**config.mk**
```make
export PLATFORM = sky130hd
export DESIGN_NAME = windowed_drift_depth_index_flat
export DESIGN_NICKNAME = d
export VERILOG_FILES = /design/src/wddi_pkg.sv /design/src/wddi_if.sv /design/src/windowed_drift_depth_index.sv /design/src/wddi_hist.sv /design/src/flat_wrapper.sv
export SDC_FILE = /design/constraint.sdc
export NUM_CORES = 2
export LEC_CHECK = 0
export BUFFER_PORTS_ARGS = -buffer_cell sky130_fd_sc_hd__buf_2
export CELL_PAD_IN_SITES_DETAIL_PLACEMENT = 0
export CELL_PAD_IN_SITES_GLOBAL_PLACEMENT = 1
export CORE_ASPECT_RATIO = 0.8
export CORE_MARGIN = 3
export CORE_UTILIZATION = 54
export DETAILED_ROUTE_END_ITERATION = 10
export HOLD_SLACK_MARGIN = 0.05
export MAX_ROUTING_LAYER = met4
export PLACE_DENSITY_LB_ADDON = 0.1
export SLEW_MARGIN = 15
export SYNTH_ARGS = -nofsm -noshare
export SYNTH_HDL_FRONTEND = slang
export SYNTH_SLANG_ARGS = --single-unit
```
**constraint.sdc**
```tcl
create_clock -name clk -period 12 [get_ports clk]
set_input_delay 0.6 -clock clk [delete_from_list [all_inputs] [get_ports clk]]
set_output_delay 0.6 -clock clk [all_outputs]
set_load 0.01 [all_outputs]
```
**src/wddi_pkg.sv**
```systemverilog
// Shared types and constants for the windowed drift depth index block.
// Field widths, register reset values, fixed-point scale constants,
// sequencer states and the history command struct. No dependencies.
package wddi_pkg;

    // Field widths
    localparam int MASS_W  = 24;
    localparam int ACT_W   = 2;
    localparam int DS_W    = 13;
    localparam int DL_W    = 15;
    localparam int ICS_W   = 16;
    localparam int MCS_W   = 4;
    localparam int MCL_W   = 6;

    // Default window lengths in half-hour entries
    localparam int SHORT_WINDOW_DEF = 12;
    localparam int LONG_WINDOW_DEF  = 48;

    // Depth scale: sum * DEPTH_NUM * inv_cos / (539 * 2^14), round half up
    localparam int DEPTH_NUM     = 18000;
    localparam int DEN_ODD       = 539;
    localparam int DEN_ODD_W     = $clog2(DEN_ODD);
    localparam int DEN_SHIFT     = 14;
    localparam int DEPTH_DEN     = DEN_ODD << DEN_SHIFT;
    localparam int DEPTH_HALF    = DEPTH_DEN / 2;
    localparam int CAP_PER_ENTRY = 640;

    // Shared multiplier: second operand width and low split of the product
    localparam int MUL_B_W = 16;
    localparam int SPLIT_W = 24;

    // Configuration port
    localparam int PADDR_W   = 4;
    localparam int PDATA_W   = 32;
    localparam int ICS_RESET = 16384;
    localparam int MCS_RESET = 9;
    localparam int MCL_RESET = 36;

    typedef enum logic [ACT_W-1:0] {
        ACT_RECOMPUTE = 2'd0,
        ACT_OVERWRITE = 2'd1,
        ACT_SHIFT     = 2'd2
    } act_t;

    typedef enum logic [1:0] {
        REG_INV_COS   = 2'd0,
        REG_MIN_SHORT = 2'd1,
        REG_MIN_LONG  = 2'd2
    } reg_idx_t;

    typedef enum logic [2:0] {
        ST_IDLE,
        ST_WALK,
        ST_EVAL,
        ST_MUL_LO,
        ST_MUL_HI,
        ST_CHECK,
        ST_RCP,
        ST_DONE
    } state_t;

    // Command from the sequencer to the history store
    typedef struct packed {
        logic              wr_en;
        logic              shift;
        logic              wr_def;
        logic [MASS_W-1:0] wr_mass;
        logic              rd_en;
    } hist_cmd_t;

endpackage

```
**src/wddi_if.sv**
```systemverilog
// Valid/ready channel interfaces for the drift depth index block.
// Input item channel and result channel; widths from wddi_pkg.
interface wddi_in_if
    import wddi_pkg::*;
    ();
    logic                     valid;
    logic                     ready;
    logic [ACT_W-1:0]         action;
    logic signed [MASS_W-1:0] new_mass;
    logic                     new_defined;

    modport source (output valid, action, new_mass, new_defined, input ready);
    modport sink   (input valid, action, new_mass, new_defined, output ready);
endinterface

interface wddi_out_if
    import wddi_pkg::*;
    ();
    logic            valid;
    logic            ready;
    logic [DS_W-1:0] depth_short;
    logic            short_valid;
    logic [DL_W-1:0] depth_long;
    logic            long_valid;

    modport source (output valid, depth_short, short_valid, depth_long, long_valid,
                    input ready);
    modport sink   (input valid, depth_short, short_valid, depth_long, long_valid,
                    output ready);
endinterface

```
**src/windowed_drift_depth_index.sv**
```systemverilog
// Windowed drift depth index, top level: APB register file, sequencer and
// shared multiplier. Depends on wddi_pkg, wddi_if and wddi_hist.
//
// Usage: each transaction on the item channel carries an action (recompute,
// overwrite newest entry, or shift in a new entry), an eroded mass and its
// defined flag. After updating the history the block sums the defined
// entries of the short and the long window and returns one transaction on
// the result channel with both depths and their valid flags.
// Timing: the history is walked one memory read per cycle, then each window
// closes in the evaluate state when invalid or non-positive, in the check
// state when capped, or goes on through the shared multiplier, where the scale
// division is a shift and a two-part reciprocal multiply. item.ready is high
// only while the sequencer is idle, so the block takes no new item before
// the result of the last one has been passed to the output register.
// The result sits in an output register: a stalled receiver does not stop
// the next item being taken, but the sequencer holds in its final state
// until that register is free. Reset marks all history entries undefined,
// loads the register reset values and empties the output register.
// Configuration writes are taken at any time over APB; pready is tied high.
module windowed_drift_depth_index
    import wddi_pkg::*;
#(
    parameter int SHORT_WINDOW = SHORT_WINDOW_DEF,
    parameter int LONG_WINDOW  = LONG_WINDOW_DEF
)
(
    input  logic               clk,
    input  logic               rst_n,
    wddi_in_if.sink            item,
    wddi_out_if.source         result,
    input  logic               psel,
    input  logic               penable,
    input  logic               pwrite,
    input  logic [PADDR_W-1:0] paddr,
    input  logic [PDATA_W-1:0] pwdata,
    output logic [PDATA_W-1:0] prdata,
    output logic               pready
);

    localparam int SW_EFF = (SHORT_WINDOW > LONG_WINDOW) ? LONG_WINDOW : SHORT_WINDOW;
    localparam int AW     = $clog2(LONG_WINDOW);
    localparam int CNT_W  = $clog2(LONG_WINDOW + 1);
    localparam int CMP_W  = (CNT_W > MCL_W) ? CNT_W : MCL_W;
    localparam int SUM_W  = MASS_W + CNT_W;
    localparam int MA_W   = SUM_W - 1;
    localparam int PR_W   = MA_W + MUL_B_W;
    localparam int NUM_W  = PR_W + MUL_B_W;
    localparam int CAP_S  = SW_EFF * CAP_PER_ENTRY;
    localparam int CAP_L  = LONG_WINDOW * CAP_PER_ENTRY;
    localparam int QW     = $clog2(CAP_L + 1);
    localparam logic [NUM_W-1:0] THR_S =
        NUM_W'((64'(CAP_S) + 64'd1) * 64'(DEPTH_DEN));
    localparam logic [NUM_W-1:0] THR_L =
        NUM_W'((64'(CAP_L) + 64'd1) * 64'(DEPTH_DEN));
    // Reciprocal of the odd scale factor, exact for dividends below 2^NQ_W
    localparam int NQ_W   = QW + DEN_ODD_W;
    localparam int RCP_SH = NQ_W + DEN_ODD_W;
    localparam logic [63:0] RCP_M =
        ((64'd1 << RCP_SH) + 64'(DEN_ODD - 1)) / 64'(DEN_ODD);
    localparam logic [MUL_B_W-1:0] RCP_LO = RCP_M[MUL_B_W-1:0];
    localparam logic [MUL_B_W-1:0] RCP_HI = MUL_B_W'(RCP_M >> MUL_B_W);

    // Control state
    state_t              state_reg, state_next;
    logic                win_reg, win_next;
    logic                pend_reg, pend_next;
    logic                o_vld_reg, o_vld_next;
    logic [ICS_W-1:0]    ics_reg, ics_next;
    logic [MCS_W-1:0]    mcs_reg, mcs_next;
    logic [MCL_W-1:0]    mcl_reg, mcl_next;

    // Datapath
    logic [CNT_W-1:0]        idx_reg, idx_next;
    logic [AW-1:0]           pidx_reg, pidx_next;
    logic signed [SUM_W-1:0] sum_reg, sum_next, ssum_reg, ssum_next;
    logic [CNT_W-1:0]        cnt_reg, cnt_next, scnt_reg, scnt_next;
    logic [PR_W-1:0]         prod_reg, prod_next;
    logic [NUM_W-1:0]        num_reg, num_next;
    logic [NUM_W-1:0]        rem_reg, rem_next;
    logic                    wv_reg, wv_next;
    logic [QW-1:0]           ds_reg, ds_next, dl_reg, dl_next;
    logic                    sv_reg, sv_next, lv_reg, lv_next;
    logic [DS_W-1:0]         o_ds_reg, o_ds_next;
    logic [DL_W-1:0]         o_dl_reg, o_dl_next;
    logic                    o_sv_reg, o_sv_next, o_lv_reg, o_lv_next;

    // Combinational helpers
    hist_cmd_t               hcmd;
    logic [MASS_W-1:0]       rd_mass;
    logic                    rd_def;
    logic                    accept;
    logic                    cfg_wr;
    reg_idx_t                cfg_idx;
    logic signed [SUM_W-1:0] acc_sum;
    logic [CNT_W-1:0]        acc_cnt;
    logic signed [SUM_W-1:0] sel_sum;
    logic [CMP_W-1:0]        sel_cnt, sel_thr;
    logic [NUM_W-1:0]        sel_lim;
    logic [QW-1:0]           sel_cap;
    logic [MA_W-1:0]         mul_a;
    logic [MUL_B_W-1:0]      mul_b;
    logic [PR_W-1:0]         mul_res;
    logic [NUM_W-1:0]        rcp_acc;
    logic                    fin;
    logic [QW-1:0]           fin_depth;
    logic                    fin_valid;
    logic                    w_valid;
    logic                    w_pos;

    wddi_hist #(
        .LONG_WINDOW (LONG_WINDOW)
    ) u_hist (
        .clk     (clk),
        .rst_n   (rst_n),
        .cmd     (hcmd),
        .rd_idx  (idx_reg[AW-1:0]),
        .rd_mass (rd_mass),
        .rd_def  (rd_def)
    );

    assign accept      = item.valid && item.ready;
    assign item.ready  = (state_reg == ST_IDLE);

    // Configuration port
    assign cfg_wr  = psel && penable && pwrite;
    assign cfg_idx = reg_idx_t'(paddr[PADDR_W-1:2]);
    assign pready  = 1'b1;

    always_comb
    begin
        ics_next = ics_reg;
        mcs_next = mcs_reg;
        mcl_next = mcl_reg;
        prdata   = '0;
        case (cfg_idx)
            REG_INV_COS:
            begin
                prdata = PDATA_W'(ics_reg);
                if (cfg_wr)
                begin
                    ics_next = pwdata[ICS_W-1:0];
                end
            end
            REG_MIN_SHORT:
            begin
                prdata = PDATA_W'(mcs_reg);
                if (cfg_wr)
                begin
                    mcs_next = pwdata[MCS_W-1:0];
                end
            end
            REG_MIN_LONG:
            begin
                prdata = PDATA_W'(mcl_reg);
                if (cfg_wr)
                begin
                    mcl_next = pwdata[MCL_W-1:0];
                end
            end
            default:
            begin
                prdata = '0;
            end
        endcase
    end

    // Window selection and the shared units
    assign sel_sum = win_reg ? sum_reg : ssum_reg;
    assign sel_cnt = win_reg ? CMP_W'(cnt_reg) : CMP_W'(scnt_reg);
    assign sel_thr = win_reg ? CMP_W'(mcl_reg) : CMP_W'(mcs_reg);
    assign sel_lim = win_reg ? THR_L : THR_S;
    assign sel_cap = win_reg ? QW'(CAP_L) : QW'(CAP_S);
    assign mul_res = PR_W'(mul_a) * PR_W'(mul_b);
    assign w_valid = (sel_cnt > sel_thr);
    assign w_pos   = !sel_sum[SUM_W-1] && (sel_sum != '0);

    // Combine the low reciprocal partial product with the high one
    assign rcp_acc = rem_reg + (NUM_W'(mul_res) << MUL_B_W);

    // Accumulate one history entry
    assign acc_sum = sum_reg + (rd_def ?
        {{(SUM_W-MASS_W){rd_mass[MASS_W-1]}}, rd_mass} : SUM_W'(0));
    assign acc_cnt = cnt_reg + CNT_W'(rd_def);

    // Sequencer: next state and datapath control
    always_comb
    begin
        state_next = state_reg;
        win_next   = win_reg;
        pend_next  = 1'b0;
        o_vld_next = o_vld_reg && !result.ready;
        idx_next   = idx_reg;
        pidx_next  = pidx_reg;
        sum_next   = sum_reg;
        cnt_next   = cnt_reg;
        ssum_next  = ssum_reg;
        scnt_next  = scnt_reg;
        prod_next  = prod_reg;
        num_next   = num_reg;
        rem_next   = rem_reg;
        wv_next    = wv_reg;
        ds_next    = ds_reg;
        dl_next    = dl_reg;
        sv_next    = sv_reg;
        lv_next    = lv_reg;
        o_ds_next  = o_ds_reg;
        o_dl_next  = o_dl_reg;
        o_sv_next  = o_sv_reg;
        o_lv_next  = o_lv_reg;
        mul_a      = sel_sum[MA_W-1:0];
        mul_b      = ics_reg;
        fin        = 1'b0;
        fin_depth  = '0;
        fin_valid  = 1'b0;
        hcmd.wr_en   = 1'b0;
        hcmd.shift   = 1'b0;
        hcmd.wr_def  = item.new_defined;
        hcmd.wr_mass = item.new_mass;
        hcmd.rd_en   = 1'b0;

        case (state_reg)
            ST_IDLE:
            begin
                if (accept)
                begin
                    case (act_t'(item.action))
                        ACT_OVERWRITE:
                        begin
                            hcmd.wr_en = 1'b1;
                        end
                        ACT_SHIFT:
                        begin
                            hcmd.wr_en = 1'b1;
                            hcmd.shift = 1'b1;
                        end
                        default:
                        begin
                            hcmd.wr_en = 1'b0;
                        end
                    endcase
                    idx_next   = '0;
                    sum_next   = '0;
                    cnt_next   = '0;
                    state_next = ST_WALK;
                end
            end
            ST_WALK:
            begin
                // Issue one read per cycle, fold in the previous read
                if (idx_reg != CNT_W'(LONG_WINDOW))
                begin
                    hcmd.rd_en = 1'b1;
                    idx_next   = idx_reg + 1'b1;
                    pend_next  = 1'b1;
                    pidx_next  = idx_reg[AW-1:0];
                end
                if (pend_reg)
                begin
                    sum_next = acc_sum;
                    cnt_next = acc_cnt;
                    if (pidx_reg == AW'(SW_EFF - 1))
                    begin
                        ssum_next = acc_sum;
                        scnt_next = acc_cnt;
                    end
                    if (pidx_reg == AW'(LONG_WINDOW - 1))
                    begin
                        win_next   = 1'b0;
                        state_next = ST_EVAL;
                    end
                end
            end
            ST_EVAL:
            begin
                // Threshold test, and sum times inv_cos_slope
                prod_next = mul_res;
                wv_next   = w_valid;
                if (w_valid && w_pos)
                begin
                    state_next = ST_MUL_LO;
                end
                else
                begin
                    fin       = 1'b1;
                    fin_valid = w_valid;
                end
            end
            ST_MUL_LO:
            begin
                mul_a      = MA_W'(prod_reg[SPLIT_W-1:0]);
                mul_b      = MUL_B_W'(DEPTH_NUM);
                num_next   = NUM_W'(mul_res) + NUM_W'(DEPTH_HALF);
                state_next = ST_MUL_HI;
            end
            ST_MUL_HI:
            begin
                mul_a      = MA_W'(prod_reg[PR_W-1:SPLIT_W]);
                mul_b      = MUL_B_W'(DEPTH_NUM);
                num_next   = num_reg + (NUM_W'(mul_res) << SPLIT_W);
                state_next = ST_CHECK;
            end
            ST_CHECK:
            begin
                // Saturate at the cap, else start the reciprocal multiply
                mul_a    = MA_W'(num_reg[DEN_SHIFT+NQ_W-1:DEN_SHIFT]);
                mul_b    = RCP_LO;
                rem_next = NUM_W'(mul_res);
                if (num_reg >= sel_lim)
                begin
                    fin       = 1'b1;
                    fin_depth = sel_cap;
                    fin_valid = wv_reg;
                end
                else
                begin
                    state_next = ST_RCP;
                end
            end
            ST_RCP:
            begin
                // Add the high partial product and take the quotient bits
                mul_a     = MA_W'(num_reg[DEN_SHIFT+NQ_W-1:DEN_SHIFT]);
                mul_b     = RCP_HI;
                fin       = 1'b1;
                fin_depth = rcp_acc[RCP_SH+QW-1:RCP_SH];
                fin_valid = wv_reg;
            end
            ST_DONE:
            begin
                // Hold until the output register is free
                if (!o_vld_reg || result.ready)
                begin
                    o_vld_next = 1'b1;
                    o_ds_next  = DS_W'(ds_reg);
                    o_sv_next  = sv_reg;
                    o_dl_next  = DL_W'(dl_reg);
                    o_lv_next  = lv_reg;
                    state_next = ST_IDLE;
                end
            end
            default:
            begin
                state_next = ST_IDLE;
            end
        endcase

        // Close a window: short goes on to long, long goes to output
        if (fin)
        begin
            if (!win_reg)
            begin
                ds_next    = fin_depth;
                sv_next    = fin_valid;
                win_next   = 1'b1;
                state_next = ST_EVAL;
            end
            else
            begin
                dl_next    = fin_depth;
                lv_next    = fin_valid;
                state_next = ST_DONE;
            end
        end
    end

    // Control registers
    always_ff @(posedge clk or negedge rst_n)
    begin
        if (!rst_n)
        begin
            state_reg <= ST_IDLE;
            win_reg   <= 1'b0;
            pend_reg  <= 1'b0;
            o_vld_reg <= 1'b0;
            ics_reg   <= ICS_W'(ICS_RESET);
            mcs_reg   <= MCS_W'(MCS_RESET);
            mcl_reg   <= MCL_W'(MCL_RESET);
        end
        else
        begin
            state_reg <= state_next;
            win_reg   <= win_next;
            pend_reg  <= pend_next;
            o_vld_reg <= o_vld_next;
            ics_reg   <= ics_next;
            mcs_reg   <= mcs_next;
            mcl_reg   <= mcl_next;
        end
    end

    // Datapath registers
    always_ff @(posedge clk)
    begin
        idx_reg  <= idx_next;
        pidx_reg <= pidx_next;
        sum_reg  <= sum_next;
        cnt_reg  <= cnt_next;
        ssum_reg <= ssum_next;
        scnt_reg <= scnt_next;
        prod_reg <= prod_next;
        num_reg  <= num_next;
        rem_reg  <= rem_next;
        wv_reg   <= wv_next;
        ds_reg   <= ds_next;
        dl_reg   <= dl_next;
        sv_reg   <= sv_next;
        lv_reg   <= lv_next;
        o_ds_reg <= o_ds_next;
        o_dl_reg <= o_dl_next;
        o_sv_reg <= o_sv_next;
        o_lv_reg <= o_lv_next;
    end

    assign result.valid       = o_vld_reg;
    assign result.depth_short = o_ds_reg;
    assign result.short_valid = o_sv_reg;
    assign result.depth_long  = o_dl_reg;
    assign result.long_valid  = o_lv_reg;

    // A new result is only loaded from the final sequencer state
    a_load_from_done: assert property (@(posedge clk) disable iff (!rst_n)
        $rose(o_vld_reg) |-> $past(state_reg == ST_DONE))
        else $error("result loaded outside the final state");

    // An invalid window reports zero depth
    a_short_zero: assert property (@(posedge clk) disable iff (!rst_n)
        (o_vld_reg && !o_sv_reg) |-> (o_ds_reg == '0))
        else $error("short depth non-zero on invalid window");

    a_long_zero: assert property (@(posedge clk) disable iff (!rst_n)
        (o_vld_reg && !o_lv_reg) |-> (o_dl_reg == '0))
        else $error("long depth non-zero on invalid window");

    // The walk never runs past the history
    a_walk_bound: assert property (@(posedge clk) disable iff (!rst_n)
        (state_reg == ST_WALK) |-> (idx_reg <= CNT_W'(LONG_WINDOW)))
        else $error("history walk index out of range");

endmodule

```
**src/wddi_hist.sv**
```systemverilog
// Mass history store: circular memory with a head pointer and per-entry
// defined flags cleared by reset. Depends on wddi_pkg.
module wddi_hist
    import wddi_pkg::*;
#(
    parameter int LONG_WINDOW = LONG_WINDOW_DEF
)
(
    input  logic                           clk,
    input  logic                           rst_n,
    input  hist_cmd_t                      cmd,
    input  logic [$clog2(LONG_WINDOW)-1:0] rd_idx,
    output logic [MASS_W-1:0]              rd_mass,
    output logic                           rd_def
);

    localparam int AW = $clog2(LONG_WINDOW);

    logic [AW-1:0]          head_reg, head_next;
    logic [AW-1:0]          wr_addr;
    logic [AW-1:0]          rd_addr;
    logic [AW:0]            rd_sum;
    logic [LONG_WINDOW-1:0] def_reg, def_next;
    logic [MASS_W-1:0]      mass_mem [LONG_WINDOW];
    logic [MASS_W-1:0]      rd_mass_reg;
    logic                   rd_def_reg;

    // Work out write slot, head movement and logical-to-physical read address
    always_comb
    begin
        if (cmd.shift)
        begin
            wr_addr = (head_reg == '0) ? AW'(LONG_WINDOW - 1) : head_reg - 1'b1;
        end
        else
        begin
            wr_addr = head_reg;
        end
        head_next = (cmd.wr_en && cmd.shift) ? wr_addr : head_reg;
        def_next  = def_reg;
        if (cmd.wr_en)
        begin
            def_next[wr_addr] = cmd.wr_def;
        end
        rd_sum = {1'b0, head_reg} + {1'b0, rd_idx};
        if (rd_sum >= (AW+1)'(LONG_WINDOW))
        begin
            rd_addr = AW'(rd_sum - (AW+1)'(LONG_WINDOW));
        end
        else
        begin
            rd_addr = AW'(rd_sum);
        end
    end

    // Head pointer and defined flags; reset marks every entry undefined
    always_ff @(posedge clk or negedge rst_n)
    begin
        if (!rst_n)
        begin
            head_reg <= '0;
            def_reg  <= '0;
        end
        else
        begin
            head_reg <= head_next;
            def_reg  <= def_next;
        end
    end

    // Mass memory with registered read
    always_ff @(posedge clk)
    begin
        if (cmd.wr_en)
        begin
            mass_mem[wr_addr] <= cmd.wr_mass;
        end
        if (cmd.rd_en)
        begin
            rd_mass_reg <= mass_mem[rd_addr];
            rd_def_reg  <= def_reg[rd_addr];
        end
    end

    assign rd_mass = rd_mass_reg;
    assign rd_def  = rd_def_reg;

endmodule

```
**src/flat_wrapper.sv**
```systemverilog
// flat-port wrapper written by rule: the top's interface ports become plain ports
module windowed_drift_depth_index_flat import wddi_pkg::*;
#(
    parameter int SHORT_WINDOW = SHORT_WINDOW_DEF,
    parameter int LONG_WINDOW  = LONG_WINDOW_DEF
)
  (clk, rst_n, psel, penable, pwrite, paddr, pwdata, prdata, pready, item_valid, item_action, item_new_mass, item_new_defined, item_ready, result_valid, result_depth_short, result_short_valid, result_depth_long, result_long_valid, result_ready);
  wddi_in_if item_i ();
  wddi_out_if result_i ();
  input  logic clk;
  input  logic rst_n;
  input  logic psel;
  input  logic penable;
  input  logic pwrite;
  input  logic [PADDR_W-1:0] paddr;
  input  logic [PDATA_W-1:0] pwdata;
  output logic [PDATA_W-1:0] prdata;
  output logic pready;
  input wire logic [$bits(item_i.valid)-1:0] item_valid;
  input wire logic [$bits(item_i.action)-1:0] item_action;
  input wire logic [$bits(item_i.new_mass)-1:0] item_new_mass;
  input wire logic [$bits(item_i.new_defined)-1:0] item_new_defined;
  output wire logic [$bits(item_i.ready)-1:0] item_ready;
  output wire logic [$bits(result_i.valid)-1:0] result_valid;
  output wire logic [$bits(result_i.depth_short)-1:0] result_depth_short;
  output wire logic [$bits(result_i.short_valid)-1:0] result_short_valid;
  output wire logic [$bits(result_i.depth_long)-1:0] result_depth_long;
  output wire logic [$bits(result_i.long_valid)-1:0] result_long_valid;
  input wire logic [$bits(result_i.ready)-1:0] result_ready;
  assign item_i.valid = item_valid;
  assign item_i.action = item_action;
  assign item_i.new_mass = item_new_mass;
  assign item_i.new_defined = item_new_defined;
  assign item_ready = item_i.ready;
  assign result_valid = result_i.valid;
  assign result_depth_short = result_i.depth_short;
  assign result_short_valid = result_i.short_valid;
  assign result_depth_long = result_i.depth_long;
  assign result_long_valid = result_i.long_valid;
  assign result_i.ready = result_ready;
  windowed_drift_depth_index #(.SHORT_WINDOW(SHORT_WINDOW), .LONG_WINDOW(LONG_WINDOW)) u_core (.clk(clk), .rst_n(rst_n), .item(item_i), .result(result_i), .psel(psel), .penable(penable), .pwrite(pwrite), .paddr(paddr), .pwdata(pwdata), .prdata(prdata), .pready(pready));
endmodule
```
==> results.tsv <==
metric	value	unit
Worst Path Required	12.54	ns
CP bufs+invs	5	
Critical Path AT	11.58	ns
CTS Buffer Depth	3	
Post-route DRC	0	
Synth area leaders	edfxtp_1 54%, mux4_2 10%, fa_1 9.4%	
Fin. Hold Viols	0	
max-slew violations	0	
first-pass GRT wire length	328000	µm
postcts setup bufs	0	
Least-Margin Pin Slew	1.22	ns
Max-Cap Viols	0	
Initial Util	54.5	%
CTS Buf Count	151	
Core ar.	148000	µm²
Top Ports	135	
H-Tree Depth	4	
Max Clk Rate	90.5	MHz
GP Congestion	0.959	
total track usage	30.4	%
largest fanout on the critical path	33	
num rows	126	
Port Buffers	99	
clk sinks	1543	
ys flop type	edfxtp_1	
r2r setup slk	0.96	ns
total die area	154000	µm²
cell mode on critical path	fa_1	
most frequent cell after synthesis	edfxtp_1	
syn_area_per_cell	15.0	µm²
final setup violation count	0	
Worst Setup Start Kind	flop	
relative slew slack	18.8	%
WL/cell	29.0	µm
vias post-DR	47100	
pin count of the biggest net entering global routing	145	
die height	351	µm
outcome	finished, final reports clean	
TritonCTS clock tree	done	
Top Family by Delay on Critical Path	adder cells	
first drt pass iteration count	5	
Area Overhead vs Synth	11.1	%
CTS Root Cell	clkbuf_16	
max incr delay on CP	0.83	ns
Syn Inst Count	5354	
CP max stage cell	a221oi_1	
chip width	438	µm
nets	6269	
Setup crit end kind	flop	
Post-synth EDFFs	1457	
synth unique cells	109	
layout cells sized above 1	19.1	%
Async SR Flop Fraction	5.57	%
cell area after synthesis	80500	µm²
Clock Skew	0.0620	ns
Setup Total Neg Slack	0	ns
cell taking the most area after synthesis	edfxtp_1	
Yosys top cell area share	54.3	%
DR iter-0 viols	5335	
worst min path class	in2reg	
initial antenna violation count	9	
RSZ-0062 raised after global routing	no	
Yosys reg bits	1543	
post-DP HPWL	150000	µm
Final Routed Wirelength	223000	µm
YS warnings	0	
Avg Vias per Cell	6.12	
critical setup path kind	reg2reg	
post-route ant nets	0	
clk_lat worst skew	0.80	ns
Largest register FFs	1152	
minimum clock period	11.04	ns
Reg clk slew, reported paths	0.06	ns
Post-synth top cells	1,457 x edfxtp_1, 471 x inv_1, 432 x nand2_1	
sequential-to-total area share from yosys stat	57.0	%
global route overflow	0	
crit share post-route	92.0	%
number of global-route vias before repair	47100	
kinds of logic (layout without fill, tap and decap cells):
family | after synthesis | in the layout | share of synthesized area [%]
AO/OA/AOI/OAI | 590 | 590 | 5.12
XOR/XNOR | 137 | 137 | 1.60
adder cells (fa/ha/maj) | 618 | 618 | 13.1
buffers and inverters | 703 | 1037 | 3.44
flip-flops | 1543 | 1543 | 57.0
multiplexers | 537 | 537 | 12.6
other | 2 | 21 | 0.00932
AND/OR/NAND/NOR | 1224 | 1224 | 7.09
area by class of cell:
class | count | area [µm²]
Antenna cell | 4 | 10.0
Clock buffer | 200 | 4090
Timing Repair Buffer | 288 | 2040
Tap cell | 1984 | 2480
Sequential cell | 1543 | 45900
Clock inverter | 75 | 801
Multi-Input combinational cell | 3123 | 32400
Inverter | 474 | 1780
Fill cell | 11400 | 58400
final timing paths:
path / startpoint / to / cells past startpoint
worst max-delay path: u_core.state_reg[2]$_DFFE_PN0P_ / u_core.num_reg[60]$_SDFFCE_PP0P_ / 31
worst min-delay path: result_ready / u_core.result.valid$_DFF_PN0_ / 3
worst max register to register: u_core.state_reg[2]$_DFFE_PN0P_ / u_core.num_reg[60]$_SDFFCE_PP0P_ / 31
worst min register to register: u_core.ds_reg[6]$_DFFE_PP_ / u_core.result.depth_short[6]$_DFFE_PP_ / 0
max in group asynchronous: rst_n / u_core.win_reg$_DFF_PN0_ / 3
min in group asynchronous: rst_n / u_core.mcl_reg[1]$_DFFE_PN0P_ / 2
cells in the final DEF, fill, tap and decap left out, types with 127 or more instances in the layout:
cell type	n
clkbuf_16	153
buf_4	167
inv_1	469
edfxtp_1	1457
nand2_1	432
fa_1	378
a21oi_1	127
mux4_2	374
ha_1	238
nor2_1	324
what timing repair did:
item,4_1_cts,5_1_grt
hold buffers,17,0
endpoints found under the setup margin,0,0
gates resized for setup,0,0
hold endpoints to repair,53,0
per-stage QoR:
| stage | cell area (µm²) | hold WS (ns) | setup WS, ns | utilization (%) | cells |
|---|---|---|---|---|---|
| 2_1_floorplan | 80600 | 0.304 | 2.06 | - | 5369 |
| 3_3_place_gp | 84400 | 0.404 | 1.22 | 57.1 | 7392 |
| 3_5_place_dp | 84400 | 0.405 | 1.12 | 57.1 | 7392 |
| 4_1_cts | 89400 | 0.194 | 1.15 | 60.5 | 7684 |
| 5_1_grt | 89500 | 0.233 | 0.491 | 60.5 | 7691 |
| 6_report | 89500 | 0.251 | 0.956 | 60.5 | 7691 |
worst min-delay path: stages:
cell and delay, ns:
buf_2 0.16, nand2b_1 0.16, nand2_1 0.05
per-layer routing:
metal / wire, µm / track usage, %
met1: 97300 / 44.5
met2: 103000 / 45.2
met3: 17500 / 4.75
met4: 5680 / 7.79
met5: 0 / -
Power is not shown: default switching activity piles up to over one toggle a cycle in this logic, so the estimate is an artifact.
